<file path="config.mk">
export PLATFORM = sky130hd
export DESIGN_NAME = cmr_ctrl
export DESIGN_NICKNAME = d
export VERILOG_FILES = /design/src/design/cmr_pkg.sv /design/src/design/cmr_ctrl.sv
export SDC_FILE = /design/constraint.sdc
export NUM_CORES = 1
export LEC_CHECK = 0
export BUFFER_PORTS_ARGS = -buffer_cell sky130_fd_sc_hd__buf_4
export CAP_MARGIN = 20
export CORE_MARGIN = 8
export CORE_UTILIZATION = 30
export CTS_CLUSTER_DIAMETER = 50
export DETAILED_ROUTE_END_ITERATION = 8
export GPL_ROUTABILITY_DRIVEN = 0
export PLACE_DENSITY = 0.46
export SETUP_SLACK_MARGIN = 0.02
export SYNTH_ARGS = -nofsm -noshare
export SYNTH_HDL_FRONTEND = slang
export SYNTH_SLANG_ARGS = --single-unit
export TNS_END_PERCENT = 50
</file>
<file path="constraint.sdc">
create_clock -name clk -period 9.6 [get_ports clk]
set_input_delay 2.4 -clock clk [delete_from_list [all_inputs] [get_ports clk]]
set_output_delay 2.4 -clock clk [all_outputs]
set_load 0.005 [all_outputs]
</file>
<file path="src/design/cmr_pkg.sv">
// Shared types, request and status codes for the chunked message reassembler.
package cmr_pkg;

  // Request type codes.
  localparam logic [2:0] REQ_START  = 3'd0;
  localparam logic [2:0] REQ_HEADER = 3'd1;
  localparam logic [2:0] REQ_BYTE   = 3'd2;
  localparam logic [2:0] REQ_COMMIT = 3'd3;
  localparam logic [2:0] REQ_ABORT  = 3'd4;
  localparam logic [2:0] REQ_READ   = 3'd5;

  // Result status codes.
  localparam logic [2:0] STAT_OK        = 3'd0;
  localparam logic [2:0] STAT_BAD_CMD   = 3'd1;
  localparam logic [2:0] STAT_BUSY      = 3'd2;
  localparam logic [2:0] STAT_TOO_LARGE = 3'd3;
  localparam logic [2:0] STAT_BAD_CHUNK = 3'd4;
  localparam logic [2:0] STAT_DUPLICATE = 3'd5;
  localparam logic [2:0] STAT_MISSING   = 3'd6;

  // One input word.
  typedef struct packed {
    logic [2:0]  req_type;
    logic [15:0] msg_id;
    logic [15:0] msg_bytes;
    logic [7:0]  msg_chunks;
    logic [7:0]  chunk_number;
    logic [6:0]  chunk_len;
    logic [7:0]  data_byte;
    logic [11:0] read_address;
  } cmr_in_t;

  // One result word.
  typedef struct packed {
    logic [2:0]  status;
    logic [12:0] message_length;
    logic [7:0]  read_data;
  } cmr_out_t;

  // Result handed from the controller to the output register.
  typedef struct packed {
    logic        load;
    logic        from_ram;
    logic        read_zero;
    logic [2:0]  status;
    logic [12:0] length;
  } cmr_rsp_t;

  // Controller sequencing states.
  typedef enum logic [1:0] {
    ST_CLEAR,
    ST_IDLE,
    ST_READ,
    ST_HEADER
  } cmr_state_t;

endpackage

</file>
<file path="src/design/cmr_ctrl.sv">
// Request decoder, task registers and store sequencer of the reassembler.
module cmr_ctrl #(
  parameter int MAX_BYTES   = 4096,
  parameter int CHUNK_BYTES = 64,
  parameter int MAX_CHUNKS  = 64,
  localparam int AW = (MAX_BYTES > 1) ? $clog2(MAX_BYTES) : 1,
  localparam int SW = (MAX_CHUNKS > 1) ? $clog2(MAX_CHUNKS) : 1
) (
  input  logic            clk,
  input  logic            rst,
  input  logic            in_valid,
  output logic            in_ready,
  input  cmr_pkg::cmr_in_t in_data,
  input  logic            out_free,
  output cmr_pkg::cmr_rsp_t rsp,
  output logic            ram_we,
  output logic [AW-1:0]   ram_waddr,
  output logic [7:0]      ram_wdata,
  output logic            ram_re,
  output logic [AW-1:0]   ram_raddr,
  output logic            seen_we,
  output logic [SW-1:0]   seen_waddr,
  output logic            seen_wdata,
  output logic            seen_re,
  output logic [SW-1:0]   seen_raddr,
  input  logic            seen_rdata
);
  import cmr_pkg::*;

  localparam int BW      = $clog2(MAX_BYTES + 1);
  localparam int CW      = $clog2(MAX_CHUNKS + 1);
  localparam int RAW     = (AW > 12) ? AW : 12;
  localparam int CLEAR_N = (MAX_BYTES > MAX_CHUNKS) ? MAX_BYTES : MAX_CHUNKS;
  localparam int CLW     = (CLEAR_N > 1) ? $clog2(CLEAR_N) : 1;

  cmr_state_t state, state_next;

  logic [CLW-1:0]        clear_addr;
  logic                  task_open;
  logic [15:0]           open_id;
  logic [BW-1:0]         open_total_bytes;
  logic [CW-1:0]         open_total_chunks;
  logic [CW-1:0]         chunks_received;
  logic [BW-1:0]         bytes_received;
  logic [AW-1:0]         write_position;
  logic [6:0]            bytes_pending;
  logic                  read_zero;
  logic [15:0]           hdr_id;
  logic [7:0]            hdr_chunks;
  logic [7:0]            hdr_index;
  logic [6:0]            hdr_len;

  logic        accept;
  logic        clear_last;
  logic        store_clear;
  logic        seen_clear;
  logic [2:0]  dec_status;
  logic [12:0] dec_length;
  logic        do_open;
  logic        do_byte;
  logic        do_abort;
  logic        is_read;
  logic        is_header;
  logic [2:0]  hdr_status;
  logic        hdr_ok;
  logic        hdr_take;

  logic [16:0]    bytes_w;
  logic [16:0]    total_w;
  logic [8:0]     chunks_w;
  logic [8:0]     total_chunks_w;
  logic [19:0]    hdr_end;
  logic [19:0]    hdr_offset;
  logic [RAW:0]   read_addr_w;
  logic           read_in_range;

  assign accept      = in_valid && in_ready;
  assign clear_last  = (clear_addr == CLW'(CLEAR_N - 1));
  assign store_clear = ({1'b0, clear_addr} < (CLW + 1)'(MAX_BYTES));
  assign seen_clear  = ({1'b0, clear_addr} < (CLW + 1)'(MAX_CHUNKS));
  assign is_read     = (in_data.req_type == REQ_READ);
  assign is_header   = (in_data.req_type == REQ_HEADER);
  assign hdr_take    = (state == ST_HEADER) && hdr_ok;

  // Operands widened so that comparisons cannot overflow.
  assign bytes_w        = {1'b0, in_data.msg_bytes};
  assign total_w        = 17'(open_total_bytes);
  assign chunks_w       = {1'b0, in_data.msg_chunks};
  assign total_chunks_w = 9'(open_total_chunks);
  assign hdr_offset     = 20'(hdr_index) * 20'(CHUNK_BYTES);
  assign hdr_end        = hdr_offset + 20'(hdr_len);
  assign read_addr_w    = (RAW + 1)'(in_data.read_address);
  assign read_in_range  = (read_addr_w < (RAW + 1)'(MAX_BYTES));

  // Request decode and status checks.
  always_comb begin
    dec_status = STAT_BAD_CMD;
    dec_length = '0;
    do_open    = 1'b0;
    do_byte    = 1'b0;
    do_abort   = 1'b0;
    unique case (in_data.req_type)
      REQ_START: begin
        priority if (task_open) begin
          dec_status = STAT_BUSY;
        end else if (bytes_w > 17'(MAX_BYTES)) begin
          dec_status = STAT_TOO_LARGE;
        end else if (in_data.msg_chunks == 8'd0) begin
          dec_status = STAT_BAD_CMD;
        end else if (chunks_w > 9'(MAX_CHUNKS)) begin
          dec_status = STAT_TOO_LARGE;
        end else begin
          dec_status = STAT_OK;
          do_open    = 1'b1;
        end
      end
      REQ_HEADER: begin
        // Answered on the next cycle, once the seen bit is back.
        dec_status = STAT_BAD_CHUNK;
      end
      REQ_BYTE: begin
        if (task_open && bytes_pending != 7'd0) begin
          dec_status = STAT_OK;
          do_byte    = 1'b1;
        end else begin
          dec_status = STAT_BAD_CHUNK;
        end
      end
      REQ_COMMIT: begin
        priority if (!task_open) begin
          dec_status = STAT_BAD_CMD;
        end else if (in_data.msg_id != open_id || bytes_w != total_w ||
                     chunks_w != total_chunks_w) begin
          dec_status = STAT_BAD_CMD;
        end else if (chunks_received != open_total_chunks ||
                     bytes_received != open_total_bytes || bytes_pending != 7'd0) begin
          dec_status = STAT_MISSING;
        end else begin
          dec_status = STAT_OK;
          dec_length = total_w[12:0];
        end
      end
      REQ_ABORT: begin
        dec_status = STAT_OK;
        do_abort   = 1'b1;
      end
      REQ_READ: begin
        dec_status = STAT_OK;
      end
      default: begin
        dec_status = STAT_BAD_CMD;
      end
    endcase
  end

  // Chunk header checks on the held header, with the seen bit from its memory.
  always_comb begin
    hdr_status = STAT_BAD_CHUNK;
    hdr_ok     = 1'b0;
    priority if (!task_open) begin
      hdr_status = STAT_BAD_CHUNK;
    end else if (hdr_id != open_id || {1'b0, hdr_chunks} != total_chunks_w) begin
      hdr_status = STAT_BAD_CHUNK;
    end else if (9'(hdr_index) >= total_chunks_w) begin
      hdr_status = STAT_BAD_CHUNK;
    end else if (11'(hdr_len) > 11'(CHUNK_BYTES)) begin
      hdr_status = STAT_BAD_CHUNK;
    end else if (seen_rdata) begin
      hdr_status = STAT_DUPLICATE;
    end else if (hdr_end > 20'(open_total_bytes)) begin
      hdr_status = STAT_BAD_CHUNK;
    end else begin
      hdr_status = STAT_OK;
      hdr_ok     = 1'b1;
    end
  end

  // Next state of the sequencer.
  always_comb begin
    state_next = state;
    unique case (state)
      ST_CLEAR: begin
        if (clear_last) begin
          state_next = ST_IDLE;
        end
      end
      ST_IDLE: begin
        if (accept) begin
          priority if (is_read) begin
            state_next = ST_READ;
          end else if (is_header) begin
            state_next = ST_HEADER;
          end else if (do_open || do_abort) begin
            state_next = ST_CLEAR;
          end else begin
            state_next = ST_IDLE;
          end
        end
      end
      ST_READ: begin
        state_next = ST_IDLE;
      end
      ST_HEADER: begin
        state_next = ST_IDLE;
      end
      default: begin
        state_next = ST_CLEAR;
      end
    endcase
  end

  // Sequencer outputs: handshake, memory ports and result.
  always_comb begin
    in_ready      = 1'b0;
    ram_we        = 1'b0;
    ram_waddr     = write_position;
    ram_wdata     = in_data.data_byte;
    ram_re        = 1'b0;
    ram_raddr     = read_addr_w[AW-1:0];
    seen_we       = 1'b0;
    seen_waddr    = hdr_index[SW-1:0];
    seen_wdata    = 1'b1;
    seen_re       = 1'b0;
    seen_raddr    = in_data.chunk_number[SW-1:0];
    rsp.load      = 1'b0;
    rsp.from_ram  = 1'b0;
    rsp.read_zero = read_zero;
    rsp.status    = dec_status;
    rsp.length    = dec_length;
    unique case (state)
      ST_CLEAR: begin
        ram_we     = store_clear;
        ram_waddr  = clear_addr[AW-1:0];
        ram_wdata  = 8'd0;
        seen_we    = seen_clear;
        seen_waddr = clear_addr[SW-1:0];
        seen_wdata = 1'b0;
      end
      ST_IDLE: begin
        in_ready = out_free;
        if (in_valid && out_free) begin
          ram_we   = do_byte;
          ram_re   = is_read && read_in_range;
          seen_re  = is_header;
          rsp.load = !is_read && !is_header;
        end
      end
      ST_READ: begin
        rsp.load     = 1'b1;
        rsp.from_ram = 1'b1;
        rsp.status   = STAT_OK;
        rsp.length   = '0;
      end
      ST_HEADER: begin
        seen_we    = hdr_take;
        rsp.load   = 1'b1;
        rsp.status = hdr_status;
        rsp.length = '0;
      end
      default: begin
        in_ready = 1'b0;
      end
    endcase
  end

  // Sequencer state and clearing sweep address.
  always_ff @(posedge clk) begin
    if (rst) begin
      state      <= ST_CLEAR;
      clear_addr <= '0;
    end else begin
      state <= state_next;
      if (state == ST_CLEAR && !clear_last) begin
        clear_addr <= clear_addr + CLW'(1);
      end else begin
        clear_addr <= '0;
      end
    end
  end

  // Out-of-range read flag, held until the store data returns.
  always_ff @(posedge clk) begin
    if (accept && is_read) begin
      read_zero <= !read_in_range;
    end
  end

  // Chunk header fields, held while the seen bit is read.
  always_ff @(posedge clk) begin
    if (accept && is_header) begin
      hdr_id     <= in_data.msg_id;
      hdr_chunks <= in_data.msg_chunks;
      hdr_index  <= in_data.chunk_number;
      hdr_len    <= in_data.chunk_len;
    end
  end

  // Task registers and payload write pointer.
  always_ff @(posedge clk) begin
    if (rst) begin
      task_open         <= 1'b0;
      open_id           <= '0;
      open_total_bytes  <= '0;
      open_total_chunks <= '0;
      chunks_received   <= '0;
      bytes_received    <= '0;
      write_position    <= '0;
      bytes_pending     <= '0;
    end else if (hdr_take) begin
      chunks_received <= chunks_received + CW'(1);
      bytes_received  <= bytes_received + BW'(hdr_len);
      write_position  <= hdr_offset[AW-1:0];
      bytes_pending   <= hdr_len;
    end else if (accept) begin
      priority if (do_abort) begin
        task_open         <= 1'b0;
        open_id           <= '0;
        open_total_bytes  <= '0;
        open_total_chunks <= '0;
        chunks_received   <= '0;
        bytes_received    <= '0;
        write_position    <= '0;
        bytes_pending     <= '0;
      end else if (do_open) begin
        task_open         <= 1'b1;
        open_id           <= in_data.msg_id;
        open_total_bytes  <= bytes_w[BW-1:0];
        open_total_chunks <= in_data.msg_chunks[CW-1:0];
        chunks_received   <= '0;
        bytes_received    <= '0;
        write_position    <= '0;
        bytes_pending     <= '0;
      end else if (do_byte) begin
        write_position <= write_position + AW'(1);
        bytes_pending  <= bytes_pending - 7'd1;
      end
    end
  end

`ifndef SYNTH
  // A read request is answered from the store on the following cycle.
  a_read_returns: assert property (@(posedge clk) disable iff (rst)
    (accept && is_read) |=> (rsp.load && rsp.from_ram))
    else $error("read request not answered in the next cycle");

  // A result never overwrites one that has not been taken.
  a_no_overwrite: assert property (@(posedge clk) disable iff (rst)
    rsp.load |-> out_free)
    else $error("result loaded while the output register is full");

  // Payload bytes can only be pending inside an open task.
  a_pending_open: assert property (@(posedge clk) disable iff (rst)
    (bytes_pending != 7'd0) |-> task_open)
    else $error("payload bytes pending with no open task");

  // Never more chunks counted than were declared.
  a_chunk_count: assert property (@(posedge clk) disable iff (rst)
    chunks_received <= open_total_chunks)
    else $error("received chunk count exceeds declared count");

  // Payload writes happen only inside an open task and never during the sweep.
  a_write_source: assert property (@(posedge clk) disable iff (rst)
    (ram_we && state != ST_CLEAR) |-> (task_open && accept))
    else $error("store written outside an accepted payload byte");
`endif

endmodule
</file>
# ---- After elaboration in Yosys (flattened, before gate mapping)
# Index checks and enable logic that the tools add are counted.
dict set report op_classes {
  addsub 6
  magnitude_cmp 7
  eq_ne 18
  muxes 81
  bitwise_logic 2
  n_reduce_logical 37
}
# operator n
set ops {}
lappend ops {{$mux 13} 10}
lappend ops {{$mux 7} 11}
lappend ops {{$mux 12} 6}
lappend ops {{$mux 16} 2}
lappend ops {{$ne 16x16->1} 2}
lappend ops {{$pmux 16 s2} 1}
lappend ops {{$mux 3} 10}
lappend ops {{$mux 1} 26}
lappend ops {{$add 12x1->12 const B} 2}
lappend ops {{$gt 16x13->1 const B} 1}
lappend ops {{$mux 2} 8}
lappend ops {{$ne 16x13->1} 1}
lappend ops {{$ne 8x7->1} 2}
lappend ops {{$add 14x7->15} 1}
lappend ops {{$gt 15x13->1} 1}
lappend ops {{$pmux 3 s5} 1}
lappend ops {{$add 13x7->13} 1}
lappend ops {{$lt 12x13->1 const B} 1}
lappend ops {{$ne 13x13->1} 1}
lappend ops {{$eq 12x12->1 const B} 1}
lappend ops {{$lt 12x7->1 const B} 1}
lappend ops {{$logic_and 1x1->1} 9}
lappend ops {{$ge 8x7->1} 1}
lappend ops {{$gt 8x7->1 const B} 1}
lappend ops {{27 further kinds} 50}
dict set report word_totals {
  register_bits 130
  in_bits 83
  output_inout_bits 69
  word_cells 167
}

# ---- Depth between registers and ports, before layout
dict set report depth {
  depth_word 12
  mapped_depth 15
  depth_no_buf 12
}

# ---- Worst setup path before layout
# OpenSTA, ideal clock, no wires.
dict set report synth_path {
  kind {in2out}
  from {in in_data[56] (netlist bit)}
  to {out rsp[10] (netlist bit)}
  arrival_ns 4.406
  t_required_ns 7.200
  path_slack_ns 2.794
  cell_stages 8
  cell_sequence {nor4_1 -> nand3_1 -> nor4_1 -> nand4_1 -> or3_1 -> nor4_1 -> clkbuf_1 -> and2_1}
}
# element line_no
set synth_lines {}
lappend synth_lines {{start: declaration} cmr_ctrl.sv:13} ;# input cmr_pkg::cmr_in_t in_data,
lappend synth_lines {{end: declaration} cmr_ctrl.sv:15} ;# output cmr_pkg::cmr_rsp_t rsp,

==> run summary <==
The number of design-rule violations left by the first detailed-router iteration is 448. For this block, the routed nets add up to 24500 um of wire. Setup violations remaining at the end of the flow were counted as 0. For the number of antenna violations at the first check in global routing, the log shows 0. The fraction of the cycle the final worst path needs is 84.4%, and the synthesized-area fraction occupied by xor and xnor cells is 12.0%. The worst setup path is launched from a primary input.

After synthesis, the mean cell area works out to 9.25 um^2. The number of buffers created by CTS was 17. Fraction of final layout cells with drive strength greater than 1: 19.5%. The via count normalized by instance count was 5.05.

The run gives 0 as the number of antenna cells inserted. Post-CTS repair changed the size of 0 cells. The tools report the count of pins on the block boundary as 152. For this run, the leading register cell type out of synthesis is sky130_fd_sc_hd__dfxtp_1.

The final layout contains 1040 nets. Global routing consumed, over all layers together, 15.8% of the routing resources. The net switching power was 0.000348 W; the proportion of power drawn by flip-flops and latches was 43.4%. The count of final hold-check violations came out at 0. The count of unique library cells instantiated by Yosys was 68; the growth of design area from synthesis to finish was 22.0%. The later-pin clock latency in the skew report is 0.43 ns, and the mux contribution to synthesized area is 1.31%. By area, the combinational part of the netlist is dominated by simple AND/OR/NAND/NOR gates. Setup repair after global routing left no endpoint under its margin.

The standard-cell row count is 58. The max-slew violation count was 0; the arrival time at the worst endpoint was 5.71 ns. The switching fraction of total power is 26.6%, and the number of maximum-capacitance violations is 0. Flip-flop and latch count after synthesis: 129.

The tools report the maximum number of pins on one net before global-route repair as 42. Measured against its own limit, the worst slew margin works out to 26.0%. The run finished with clean final reports. TritonCTS built the clock tree. By area the synthesized netlist is led by sky130_fd_sc_hd__dfxtp_1, sky130_fd_sc_hd__edfxtp_1, sky130_fd_sc_hd__xnor2_1, sky130_fd_sc_hd__ha_1, sky130_fd_sc_hd__xor2_1. Along the worst path, the maximum fanout reaches 13. Of the total synthesized cell area, the portion taken by full adders, half adders and majority gates is 6.32%. The cell area that synthesis handed to floorplanning was 7640 um^2. The internal power of the cells totals 0.000960 W. The depth of the worst hold-timing path was 2; the transition time of the tightest slew-check pin was 1.10 ns. Master of the slowest instance on the critical path: sky130_fd_sc_hd__nor4_1.

The number of global-route vias before repair came out at 6363. In this run the number of H-tree levels came out at 4. Iteration count of the initial detailed-routing pass: 5. Input and output buffers added on the ports amount to 126. The average detailed-routed wire length per instance was 19.4 um. The total area inside the core boundary comes to 25100 um^2.

Summing the sequential cell areas from Yosys gives 38.9% of the chip area. Summed over all instances, the cell type with the most area after synthesis is sky130_fd_sc_hd__dfxtp_1. The category of the worst setup path capture point was an output port. The floorplan step defined a die boundary enclosing 30800 um^2. The start-to-end type of the worst setup path is primary input to output port.

Counting every sink on the clock net gives 129. Yosys printed 0 warnings. The die boundary height is 176 um, and the proportion of power drawn by combinational gates is 7.7%.

Walking the worst path, the cells encountered are buf_4, nor4_1, nand3_1, nor4_1, nand4_1, or3_1, nor4_2, and2_1, buf_4. The fraction of synthesized cell area taken by the top area cell type was 23.6%; the summed negative setup slack over all endpoints was 0 ns. Once the floorplan was initialized, standard cells occupied 30.4% of the core. IR analysis of the VDD net gives a maximum drop of 81.5 uV. Fill cells in the final layout number 2596. The synthesized-area fraction occupied by ao, oa, aoi and oai cells was 15.4%; the number of cells on the worst reg-to-reg path was 13. The logs give 947 for the synthesized net count and 0.0134 ns for the clock skew after layout. Counting flops with a built-in enable in the synthesized netlist gives 39.

Data on the critical path is required at its endpoint by 7.20 ns. Summed over all layers, the global routing overflow is 0. The tree is rooted in a sky130_fd_sc_hd__clkbuf_16. For the finished layout, the period the worst path requires is 8.11 ns. Simple-gate share of the synthesized area: 19.9%.

For this run, design rule violations remaining after detail routing come to 0. Buffers inserted to repair hold after CTS numbered 0. Final hold analysis gives a worst-case slack of 0.486 ns. Power per cell area: 140 nW/um^2. The commonest cells after synthesis are sky130_fd_sc_hd__dfxtp_1, sky130_fd_sc_hd__xnor2_1, sky130_fd_sc_hd__nor2_1. Synthesis handed over a netlist of 826 instances. For this run, the top clock speed supported by timing is 123 MHz. The share of synthesized registers carrying an async set or reset was 0%. For this design the static power due to leakage is 3.75 nW. The clock network is responsible for 48.9% of the overall power.

After clock tree synthesis, the clock-pin slew on the worst setup and hold paths is 0.06 ns. By instance count, the leading cell after synthesis is sky130_fd_sc_hd__dfxtp_1. The path class of the tightest hold or removal check is flop to flop.

Total vias in the final route: 6368. The delay contributed by the slowest stage of the critical path was 0.92 ns; the wire length of the first global-routing pass was 38000 um. The maximum buffer depth of the clock tree is 2, and the detailed-placement wirelength estimate is 18400 um.

The width of the chip is 176 um. The count of nets left with antenna violations once routing finished came out at 0. The number of setup buffers added after CTS is 0.
==> cell type report <==
class                   instances  area, um^2  share of cell area (%)
repair buffers                132         991                    10.6
well taps                     330         413                    4.43
inverters                      41         154                    1.65
flip-flops and latches        129        2970                    31.9
clock inverters                15         156                    1.68
multi-input cells             598        4210                    45.1
clock buffers                  17         425                    4.56
==> stage by stage <==
| step | cells | total power, W | setup slack, ns | cell area, um^2 | utilization, % |
|---|---|---|---|---|---|
| after floorplan | 826 | 0.000627 | 2.79 | 7640 | - |
| after global placement | 1230 | 0.000681 | 1.68 | 8740 | 34.8 |
| after CTS | 1262 | 0.00133 | 1.56 | 9320 | 37.1 |
| after global routing | 1262 | 0.00136 | 1.28 | 9320 | 37.1 |
| final | 1262 | 0.00131 | 1.49 | 9320 | 37.1 |
| after detailed placement | 1230 | 0.000681 | 1.56 | 8740 | 34.8 |
==> per-layer routing <==
| layer | vias to the layer above | routed length (um) | share of wire (%) | track usage, % |
|---|---|---|---|---|
| met3 | 19 | 1560 | 6.4 | 3.97 |
| met1 | 2997 | 12500 | 51 | 22.9 |
| met4 | 0 | 274 | 1.1 | 4.03 |
| met2 | 185 | 10100 | 41 | 22.9 |
| met5 | - | 0 | 0 | 0 |
| li1 | 3167 | - | - | - |
==> power groups by stage <==
stage	Sequential, W	Clock [W]	Combinational (W)
after global placement	0.000579	0	0.000102
after global routing	0.000567	0.000682	0.000110
after CTS	0.000567	0.000657	0.000102
after detailed placement	0.000579	0	0.000102
final	0.000567	0.000640	0.000101
after floorplan	0.000578	0	0.0000491
==> final timing paths <==
path	start	endpoint	slack (ns)
setup reg to reg	hdr_len[6]$_DFFE_PP_	open_id[15]$_SDFFE_PP0P_	5.46
hold reg to reg	write_position[2]$_SDFFE_PP0P_	write_position[2]$_SDFFE_PP0P_	0.49
setup / recovery	in_data[56]	rsp[9]	1.49
hold / removal	write_position[2]$_SDFFE_PP0P_	write_position[2]$_SDFFE_PP0P_	0.49
==> cell usage in the layout (no fill, tap or decap), drive strengths merged, types with 24 or more instances in the layout <==
cell type / netlist / final
dfxtp: 90 / 90
nand4: 24 / 24
xnor2: 63 / 63
buf: 28 / 132
a21oi: 34 / 34
nand3: 31 / 31
a22o: 40 / 40
xor2: 42 / 42
nor2: 53 / 53
o21ai: 33 / 33
ha: 37 / 37
nand2: 44 / 44
inv: 41 / 52
edfxtp: 39 / 39
==> cells by family (layout without fill, tap and decap cells) <==
group	Yosys count	in the layout
AND/OR/NAND/NOR	279	279
AO/OA/AOI/OAI	166	166
flip-flops	129	129
XOR/XNOR	105	105
buffers and inverters	99	205
adder cells (fa/ha/maj)	38	38
multiplexers	9	9
other	1	1
==> critical path, delay by kind of cell <==
family / cells / cell delay, ns
buffers and inverters: 2 / 0.23
and+or+nand+nor: 7 / 3.06
==> sequential cells by signal, indices dropped and copies added, names as in the netlist <==
signal / flops
bytes_pending: 7
bytes_received: 13
chunks_received: 7
clear_addr: 12
hdr_chunks: 8
hdr_id: 16
hdr_index: 8
hdr_len: 7
open_id: 16
open_total_bytes: 13
open_total_chunks: 7
state: 2
task_open: 1
write_position: 12
No activity file was read; power rests on OpenSTA's default activity.
